==> config.mk <==
export PLATFORM = sky130hd
export DESIGN_NAME = dual_channel_sample_pairer_top
export DESIGN_NICKNAME = d
export VERILOG_FILES = /design/src/hw/rtl/dcsp_pkg.sv /design/src/hw/rtl/dcsp_entry_decode.sv /design/src/hw/rtl/dual_channel_sample_pairer_top.sv
export SDC_FILE = /design/constraint.sdc
export NUM_CORES = 1
export LEC_CHECK = 0
export BUFFER_PORTS_ARGS = -buffer_cell sky130_fd_sc_hd__buf_4
export CORE_MARGIN = 4
export CORE_UTILIZATION = 35
export DETAILED_ROUTE_END_ITERATION = 6
export PLACE_DENSITY = 0.66
export SLEW_MARGIN = 20
export SYNTH_ARGS = -nofsm -noshare
export SYNTH_HDL_FRONTEND = slang
export SYNTH_SLANG_ARGS = --single-unit
==> constraint.sdc <==
create_clock -name clk_i -period 5.8 [get_ports clk_i]
set_input_delay 1.16 -clock clk_i [delete_from_list [all_inputs] [get_ports clk_i]]
set_output_delay 1.16 -clock clk_i [all_outputs]
set_load 0.1 [all_outputs]
==> src/hw/rtl/dcsp_pkg.sv <==
// ----------------------------------------------------------------------------
// dcsp_pkg: shared types and constants for the dual channel sample pairer
// Entry layout, status codes and the decoder result bundle.
// ----------------------------------------------------------------------------
package dcsp_pkg;

  localparam int unsigned SampleW  = 20;
  localparam int unsigned CountW   = 32;
  localparam int unsigned StatusW  = 3;
  localparam int unsigned ByteW    = 8;
  localparam int unsigned OutDataW = 112;  // 107 payload bits padded to 14 bytes

  localparam logic [1:0] TagValid = 2'd1;
  localparam logic [1:0] SlotIr   = 2'd0;
  localparam logic [1:0] SlotRed  = 2'd1;

  typedef enum logic [StatusW-1:0] {
    STATUS_PAIR_OUT    = 3'd0,
    STATUS_IR_HELD     = 3'd1,
    STATUS_IR_REPLACED = 3'd2,
    STATUS_RED_UNPAIRED = 3'd3,
    STATUS_BAD_ENTRY   = 3'd4
  } status_e;

  typedef enum logic [1:0] {
    PHASE_FIRST  = 2'd0,
    PHASE_SECOND = 2'd1,
    PHASE_THIRD  = 2'd2
  } phase_e;

  typedef enum logic {
    OP_DATA  = 1'b0,
    OP_CLEAR = 1'b1
  } opcode_e;

  // Outcome of one completed entry
  typedef struct packed {
    status_e            status;
    logic [SampleW-1:0] sample;
    logic               pair_inc;
    logic               bad_inc;
    logic               held_load;  // load sample into the held IR register
    logic               held_next;  // IR-held flag after this entry
  } entry_res_t;

endpackage

==> src/hw/rtl/dcsp_entry_decode.sv <==
// ----------------------------------------------------------------------------
// dcsp_entry_decode: classify one completed three-byte entry
// Splits slot, tag and sample and decides status, counter and hold updates.
// ----------------------------------------------------------------------------
module dcsp_entry_decode (
  input  logic [dcsp_pkg::ByteW-1:0] first_byte_i,
  input  logic [dcsp_pkg::ByteW-1:0] second_byte_i,
  input  logic [dcsp_pkg::ByteW-1:0] third_byte_i,
  input  logic                       ir_held_i,
  output dcsp_pkg::entry_res_t       res_o
);
  import dcsp_pkg::*;

  logic [1:0] slot;
  logic [1:0] tag;

  assign slot = first_byte_i[7:6];
  assign tag  = first_byte_i[5:4];

  always_comb begin
    res_o           = '0;
    res_o.sample    = {first_byte_i[3:0], second_byte_i, third_byte_i};
    res_o.held_next = ir_held_i;
    if (tag != TagValid || (slot != SlotIr && slot != SlotRed)) begin
      // drop any held IR sample
      res_o.status    = STATUS_BAD_ENTRY;
      res_o.bad_inc   = 1'b1;
      res_o.held_next = 1'b0;
    end else if (slot == SlotIr) begin
      res_o.status    = ir_held_i ? STATUS_IR_REPLACED : STATUS_IR_HELD;
      res_o.bad_inc   = ir_held_i;
      res_o.held_load = 1'b1;
      res_o.held_next = 1'b1;
    end else if (ir_held_i) begin
      res_o.status    = STATUS_PAIR_OUT;
      res_o.pair_inc  = 1'b1;
      res_o.held_next = 1'b0;
    end else begin
      res_o.status    = STATUS_RED_UNPAIRED;
      res_o.bad_inc   = 1'b1;
    end
  end

endmodule

==> src/hw/rtl/dual_channel_sample_pairer_top.sv <==
// ----------------------------------------------------------------------------
// dual_channel_sample_pairer_top: pair IR and red samples from a FIFO stream
// Byte stream in, one status item out per completed three-byte entry.
// ----------------------------------------------------------------------------
// Usage:
//   Slave channel: one item per byte. tdata carries the raw FIFO byte, most
//   significant byte of an entry first; tuser carries the opcode (0 = data
//   byte, 1 = clear the held IR sample and realign to the first byte).
//   Master channel: one item per third byte of an entry, carrying status,
//   red and IR samples (nonzero only for a pair) and both running counters.
//   Path: a third byte goes through the input register, then the result
//   register, before it appears on the master side.
//   Throughput: one byte per cycle sustained; the pipeline advances whenever
//   the result register is empty or being taken, so a waiting result lets
//   at most one more byte into the input register before the input stalls.
//   Stall: while the receiver holds tready low with a result pending, the
//   result holds, the input register holds its byte and tready on the slave
//   side drops once that register is full.
//   Reset: byte phase, held IR flag, both counters and all valids clear.
// ----------------------------------------------------------------------------
module dual_channel_sample_pairer_top (
  input  logic                          clk_i,
  input  logic                          rst_ni,
  input  logic                          s_axis_tvalid,
  output logic                          s_axis_tready,
  input  logic [dcsp_pkg::ByteW-1:0]    s_axis_tdata,   // [7:0] data_byte
  input  logic                          s_axis_tuser,   // [0] opcode
  output logic                          m_axis_tvalid,
  input  logic                          m_axis_tready,
  // [2:0] entry_status, [22:3] red_sample, [42:23] ir_sample,
  // [74:43] pairs_total, [106:75] bad_total, [111:107] zero
  output logic [dcsp_pkg::OutDataW-1:0] m_axis_tdata
);
  import dcsp_pkg::*;

  // Input register
  logic              in_valid_q;
  logic              in_op_q;
  logic [ByteW-1:0]  in_byte_q;

  // Entry state
  phase_e             phase_q, phase_d;
  logic [ByteW-1:0]   first_q, first_d;
  logic [ByteW-1:0]   second_q, second_d;
  logic               held_q, held_d;
  logic [SampleW-1:0] held_val_q, held_val_d;
  logic [CountW-1:0]  pairs_q, pairs_d;
  logic [CountW-1:0]  bad_q, bad_d;

  // Result register
  logic               out_valid_q, out_valid_d;
  status_e            out_status_q, out_status_d;
  logic [SampleW-1:0] out_red_q, out_red_d;
  logic [SampleW-1:0] out_ir_q, out_ir_d;

  logic       advance;
  logic       work;
  entry_res_t res;

  // The pipeline moves when the result slot is free or being emptied
  assign advance       = !out_valid_q || m_axis_tready;
  assign work          = in_valid_q && advance;
  assign s_axis_tready = !in_valid_q || advance;

  dcsp_entry_decode u_decode (
    .first_byte_i  (first_q),
    .second_byte_i (second_q),
    .third_byte_i  (in_byte_q),
    .ir_held_i     (held_q),
    .res_o         (res)
  );

  always_comb begin
    phase_d      = phase_q;
    first_d      = first_q;
    second_d     = second_q;
    held_d       = held_q;
    held_val_d   = held_val_q;
    pairs_d      = pairs_q;
    bad_d        = bad_q;
    out_valid_d  = out_valid_q && !m_axis_tready;
    out_status_d = out_status_q;
    out_red_d    = out_red_q;
    out_ir_d     = out_ir_q;
    if (work) begin
      if (in_op_q == OP_CLEAR) begin
        // drop held sample, realign phase
        held_d  = 1'b0;
        phase_d = PHASE_FIRST;
      end else begin
        unique case (phase_q)
          PHASE_SECOND: begin
            second_d = in_byte_q;
            phase_d  = PHASE_THIRD;
          end
          PHASE_THIRD: begin
            phase_d      = PHASE_FIRST;
            held_d       = res.held_next;
            pairs_d      = pairs_q + CountW'(res.pair_inc);
            bad_d        = bad_q + CountW'(res.bad_inc);
            out_valid_d  = 1'b1;
            out_status_d = res.status;
            out_red_d    = res.pair_inc ? res.sample : '0;
            out_ir_d     = res.pair_inc ? held_val_q : '0;
            if (res.held_load) begin
              held_val_d = res.sample;
            end
          end
          default: begin
            first_d = in_byte_q;
            phase_d = PHASE_SECOND;
          end
        endcase
      end
    end
  end

  always_ff @(posedge clk_i or negedge rst_ni) begin
    if (!rst_ni) begin
      in_valid_q  <= 1'b0;
      phase_q     <= PHASE_FIRST;
      first_q     <= '0;
      second_q    <= '0;
      held_q      <= 1'b0;
      held_val_q  <= '0;
      pairs_q     <= '0;
      bad_q       <= '0;
      out_valid_q <= 1'b0;
    end else begin
      if (s_axis_tready) begin
        in_valid_q <= s_axis_tvalid;
      end
      phase_q     <= phase_d;
      first_q     <= first_d;
      second_q    <= second_d;
      held_q      <= held_d;
      held_val_q  <= held_val_d;
      pairs_q     <= pairs_d;
      bad_q       <= bad_d;
      out_valid_q <= out_valid_d;
    end
  end

  // Payload registers
  always_ff @(posedge clk_i) begin
    if (s_axis_tready && s_axis_tvalid) begin
      in_op_q   <= s_axis_tuser;
      in_byte_q <= s_axis_tdata;
    end
    out_status_q <= out_status_d;
    out_red_q    <= out_red_d;
    out_ir_q     <= out_ir_d;
  end

  assign m_axis_tvalid = out_valid_q;
  assign m_axis_tdata  = {5'd0, bad_q, pairs_q, out_ir_q, out_red_q, out_status_q};

endmodule

Yosys cells after proc, flatten, opt, wreduce, memory -nomap -nowiden
Cells that the tools add are included.
{"block": "op_classes", "n_addsub": 2, "n_mul": 0, "n_div": 0, "order_cmp": 0, "n_eq_ne": 4, "shift": 0, "muxes": 18, "bitwise_logic": 2, "n_reduce_logical": 19}
{"operator": "32-bit by 1-bit adder with 32-bit output", "n": 2}
{"operator": "1-bit 2-to-1 mux", "n": 13}
{"operator": "3-bit AND reduction", "n": 3}
{"operator": "2-bit 2-to-1 mux", "n": 3}
{"operator": "1-bit logical AND", "n": 4}
{"operator": "2-bit by 1-bit != test with 1-bit output (second input constant)", "n": 2}
{"operator": "2-bit one-hot mux with 2 select lines", "n": 1}
{"operator": "4-bit AND reduction", "n": 1}
{"operator": "2-bit nonzero test", "n": 2}
{"operator": "1-bit logical NOT", "n": 3}
{"operator": "1-bit logical OR", "n": 3}
{"operator": "3-bit 2-to-1 mux", "n": 1}
{"operator": "2-bit by 1-bit == test with 1-bit output (second input constant)", "n": 1}
{"operator": "2-bit == test (second input constant)", "n": 1}
{"operator": "2-bit logical NOT", "n": 1}
{"operator": "1-bit inverter", "n": 2}
{"operator": "2-bit AND reduction", "n": 1}
{"operator": "2-bit OR reduction", "n": 1}
{"block": "totals", "register_bits": 157, "latch_bits": 0, "mem_bits_rw": 0, "romBits": 0, "input_bits": 13, "output_inout_bits": 114, "wordCells": 59, "memories": 0}

Depth between registers and ports, before layout
{"block": "depth", "ltp_word": 6, "ltp_mapped": 11, "ltp_nobuf": 10}

Cells and area by module
From an unflattened synthesis, not the netlist that was laid out.
{"block": "hier_totals", "cells_unflattened": 505, "hier_area_um2": 6682.7}
{"module": "dual_channel_sample_pairer_top", "instances": 1, "cells_each": 470, "area_per_inst_um2": 6417.4, "seq_area_each_um2": 4189.0}
{"module": "dcsp_entry_decode", "instances": 1, "cells_each": 35, "area_per_inst_um2": 265.3, "seq_area_each_um2": 0.0}

Worst setup path after synthesis
OpenSTA, ideal clock, no wires.
{"block": "synth_timing", "path_type": "in2out", "start": "input port m_axis_tready", "end": "output port s_axis_tready", "t_arrival_ps": 2095, "required_ps": 4640, "path_slack_ps": 2545, "cell_stages": 2, "n_path_buf": 0, "path_cell_list": "and2b_1 -> nand2_1"}
{"block": "synth_between", "elab_chain_cells": 2}
{"item": "start: declaration", "line": "dual_channel_sample_pairer_top.sv:29", "text": "input logic m_axis_tready,"}
{"item": "1-bit logical OR", "line": "dual_channel_sample_pairer_top.sv:61", "text": "assign advance = !out_valid_q || m_axis_tready;"}
{"item": "1-bit logical OR", "line": "dual_channel_sample_pairer_top.sv:63", "text": "assign s_axis_tready = !in_valid_q || advance;"}
{"item": "end: declaration", "line": "dual_channel_sample_pairer_top.sv:25", "text": "output logic s_axis_tready,"}
No other way between the ends.

Worst setup path after layout
{"block": "layout_timing", "start": "input port m_axis_tready", "end": "register held_val_q[0]"}
{"block": "layout_between", "elab_chain_cells": 3}
{"item": "1-bit logical OR", "line": "dual_channel_sample_pairer_top.sv:61"}
{"item": "1-bit logical AND", "line": "dual_channel_sample_pairer_top.sv:62", "text": "assign work = in_valid_q && advance;"}
{"item": "4-bit AND reduction (no source line)"}
{"item": "end signal: assignment", "line": "dual_channel_sample_pairer_top.sv:137", "text": "held_val_q <= held_val_d;"}
{"item": "end: declaration", "line": "dual_channel_sample_pairer_top.sv:46", "text": "logic [SampleW-1:0] held_val_q, held_val_d;"}
No other way between the ends.
A chain may end at the register's enable or synchronous reset.

==> run_results.csv <==
group,metric,value,unit
run_status,status,"completed",
sta,rsz0062_at_grt,"no",
setup_path,r2r_start,"phase_q[0]$_DFFE_PN0P_",
clocking,htreeDepth,4,
sta,fin_tns_setup,0,ps
setup_path,cpPeakStageDelay,750,ps
synth,muxShareOfSynthArea,7.03,%
routing,wire_per_inst,16.8,µm
clocking,clk_pin_slew,70,ps
routing,firstDrtPassIters,4,
floorplan,design.core.area,18900,µm²
floorplan,dieHeight,147,µm
pwr,p_leak,0.00402,µW
sta,tightest_slew,1080,ps
routing,wl,15300,µm
cells_and_area,final_layout_size_suffix_gt1_share,31.4,%
synth,synth_area_leader_cell,"dfrtp_1",
setup_path,cp_data_required_time,6110,ps
sta,fin_skew,7.95,ps
sta,min_period_over_period,60.4,%
routing,drt_iter0_drc,231,
clocking,ctsLongestPathBuffers,2,
sta,maxSlewViolCount,0,
synth,synth-adder-area-share,2.03,%
placement,dp_slack,1840,ps
clocking,clock_tree.root_cell,"clkbuf_16",
synth,ys.flop_type,"dfrtp_1",
cells_and_area,fill_cells,1748,
hold_path,min_path_type,"flip-flop to flip-flop",
placement,gp_congestion,0.781,
setup_path,crit_chain,"buf_4, nand2b_1, nand3_2, clkinv_2, nand4b_4, mux2_2",
synth,synth_seq_area_share,61.8,%
clocking,post_cts_resized,0,
grt,grt_overflow,0,
setup_path,crit_slowest_cell,"clkinv_2",
hold_path,hold_start,"pairs_q[31]$_DFFE_PN0P_",
grt,grt_pass1_wl,25100,µm
synth,synthCells,510,
setup_path,end_kind,"flip-flop",
synth,async_flop_share,66.9,%
synth,yosys.area_share.simple,18.6,%
synth,synth_area_leaders,"dfrtp_1, edfxtp_1, and3_1",
cells_and_area,diodes,0,
pwr,ir_drop,0.000172,V
grt,grt_max_degree,73,
setup_path,startpoint_type,"input pin",
synth,synth_common_cells,"dfrtp_1, edfxtp_1, and3_1",
cells_and_area,nets,658,
floorplan,fp.dieW,147,µm
routing,route.detailed.drc,0,
synth,synth_compound_area_share,0.148,%
routing,vias_per_cell,4.82,
setup_path,crit_type,"input pin to flip-flop",
pwr,power.density,328,nW/µm²
setup_path,crit_fanout,52,
sta,fin_crit,3500,ps
synth,avgSynthCellArea,13.3,µm²
grt,grt_usage,14.5,%
flow_run,cap_violations,0,
floorplan,row_count,50,
synth,yosys.cell_types.count,36,
clocking,cts_tree,"yes",
synth,yosysMostFrequentCell,"dfrtp_1",
synth,netlist_area,6780,µm²
sta,report.final.hold_viol_count,0,
synth,yosys_warnings,0,
clocking,cts_buffers,17,
synth,synth_edf_count,52,
routing,ant_nets,0,
clocking,cts_sinks,157,
synth,yosys_register_bits,157,
setup_path,startpoint,"m_axis_tready",
sta,finalSetupViolCount,0,
floorplan,start_util,35.9,%
setup_path,worstPathArrival,3810,ps
floorplan,die-area,21700,µm²
grt,antenna_found_initial,0,
clocking,insertion_delay,430,ps
cells_and_area,area_growth,25.2,%
synth,synth_top_cell_area_share,38.8,%
sta,hold_slack,475,ps
placement,place.port_buffers,121,
routing,vias,4373,
sta,slew-limit-headroom,28.1,%
sta,fmax,0.286,GHz
synth,synth_top_family_by_area,"simple AND/OR/NAND/NOR gates",
clocking,post-cts-setup-buffers,0,
placement,dpl.hpwl,10600,µm
grt,grt_pass1_vias,4549,
sta,fin_ws,2300,ps
clocking,postCtsHoldBufs,0,
floorplan,ios,127,
synth,synth_xor_area_share,7.75,%
==> kinds of logic after synthesis <==
group                      after synthesis
and+or+nand+nor                        210
DFF                                    157
other                                    1
AOI/OAI and AO/OA                        2
xor gates and xnor gates                60
muxes                                   36
buffers and inverters                   33
adders and majority gates               11
==> final cells by class <==
cell class	instances	area, µm²	area share, %
Tap cell	260	325	3.83
Inverter	11	42.5	0.501
Clock inverter	13	135	1.59
Clock buffer	19	433	5.10
Sequential cell	157	4190	49.3
Timing Repair Buffer	123	923	10.9
Multi-Input combinational cell	324	2440	28.8
==> per-layer routing <==
metal / track usage (%) / vias up / routed length (µm)
met3: 5.89 / 15 / 928
met1: 18.2 / 2176 / 6770
met2: 23.2 / 105 / 7360
li1: - / 2077 / -
met5: 0 / - / 0
met4: 4.38 / 0 / 194
==> where the power goes <==
part           internal, µW  switching, µW  total, µW
sequential             1250           79.2       1320
combinational           127            262        390
clock                   601            471       1070
==> worst max-delay path: cells and delay by family <==
| family | cells | cell delay, ps |
|---|---|---|
| simple gates | 3 | 1340 |
| buf+inv | 2 | 860 |
| mux | 1 | 390 |
==> worst paths after layout <==
kind                       depth (start not counted)  slack [ps]                        end
max                                                6        2300  held_val_q[0]$_DFFE_PN0P_
min                                                1         470    pairs_q[31]$_DFFE_PN0P_
max reg2reg                                        7        2590  held_val_q[0]$_DFFE_PN0P_
min reg2reg                                        1         470    pairs_q[31]$_DFFE_PN0P_
max in group asynchronous                          2        3830       bad_q[8]$_DFFE_PN0P_
min in group asynchronous                          1         680    pairs_q[30]$_DFFE_PN0P_
==> cell usage in the layout, fill, tap and decap left out, types with 11 or more instances in the layout <==
cell type | netlist | final
clkbuf_16 | 0 | 17
xnor2_1 | 31 | 31
dfrtp_1 | 105 | 105
nand2_1 | 42 | 42
and3_1 | 48 | 48
mux2_4 | 19 | 19
xor2_1 | 29 | 29
edfxtp_1 | 52 | 52
buf_4 | 5 | 123
and4_1 | 11 | 11
mux2_2 | 17 | 17
ha_1 | 11 | 11
nand4_1 | 25 | 25
nand3_1 | 22 | 22
nor2_1 | 13 | 13
nor3_1 | 11 | 11
==> flip-flops by register name (all words and copies together), names as in the netlist <==
| signal | count |
|---|---|
| bad_q | 32 |
| pairs_q | 32 |
| held_val_q | 20 |
| out_ir_q | 20 |
| out_red_q | 20 |
| first_q | 8 |
| in_byte_q | 8 |
| second_q | 8 |
| out_status_q | 3 |
| phase_q | 2 |
| held_q | 1 |
| in_op_q | 1 |
| in_valid_q | 1 |
| m_axis_tvalid | 1 |
==> metrics by stage <==
| step | total power (µW) | util [%] | cell area (µm²) | std cells |
|---|---|---|---|---|
| 2_1_floorplan | 1620 | - | 6800 | 514 |
| 3_3_place_gp | 1720 | 41.9 | 7920 | 875 |
| 3_5_place_dp | 1740 | 41.9 | 7920 | 875 |
| 4_1_cts | 2820 | 44.9 | 8490 | 907 |
| 5_1_grt | 2900 | 44.9 | 8490 | 907 |
| 6_report | 2790 | 44.9 | 8490 | 907 |
Note: power is estimated with default switching activity, not from simulation.
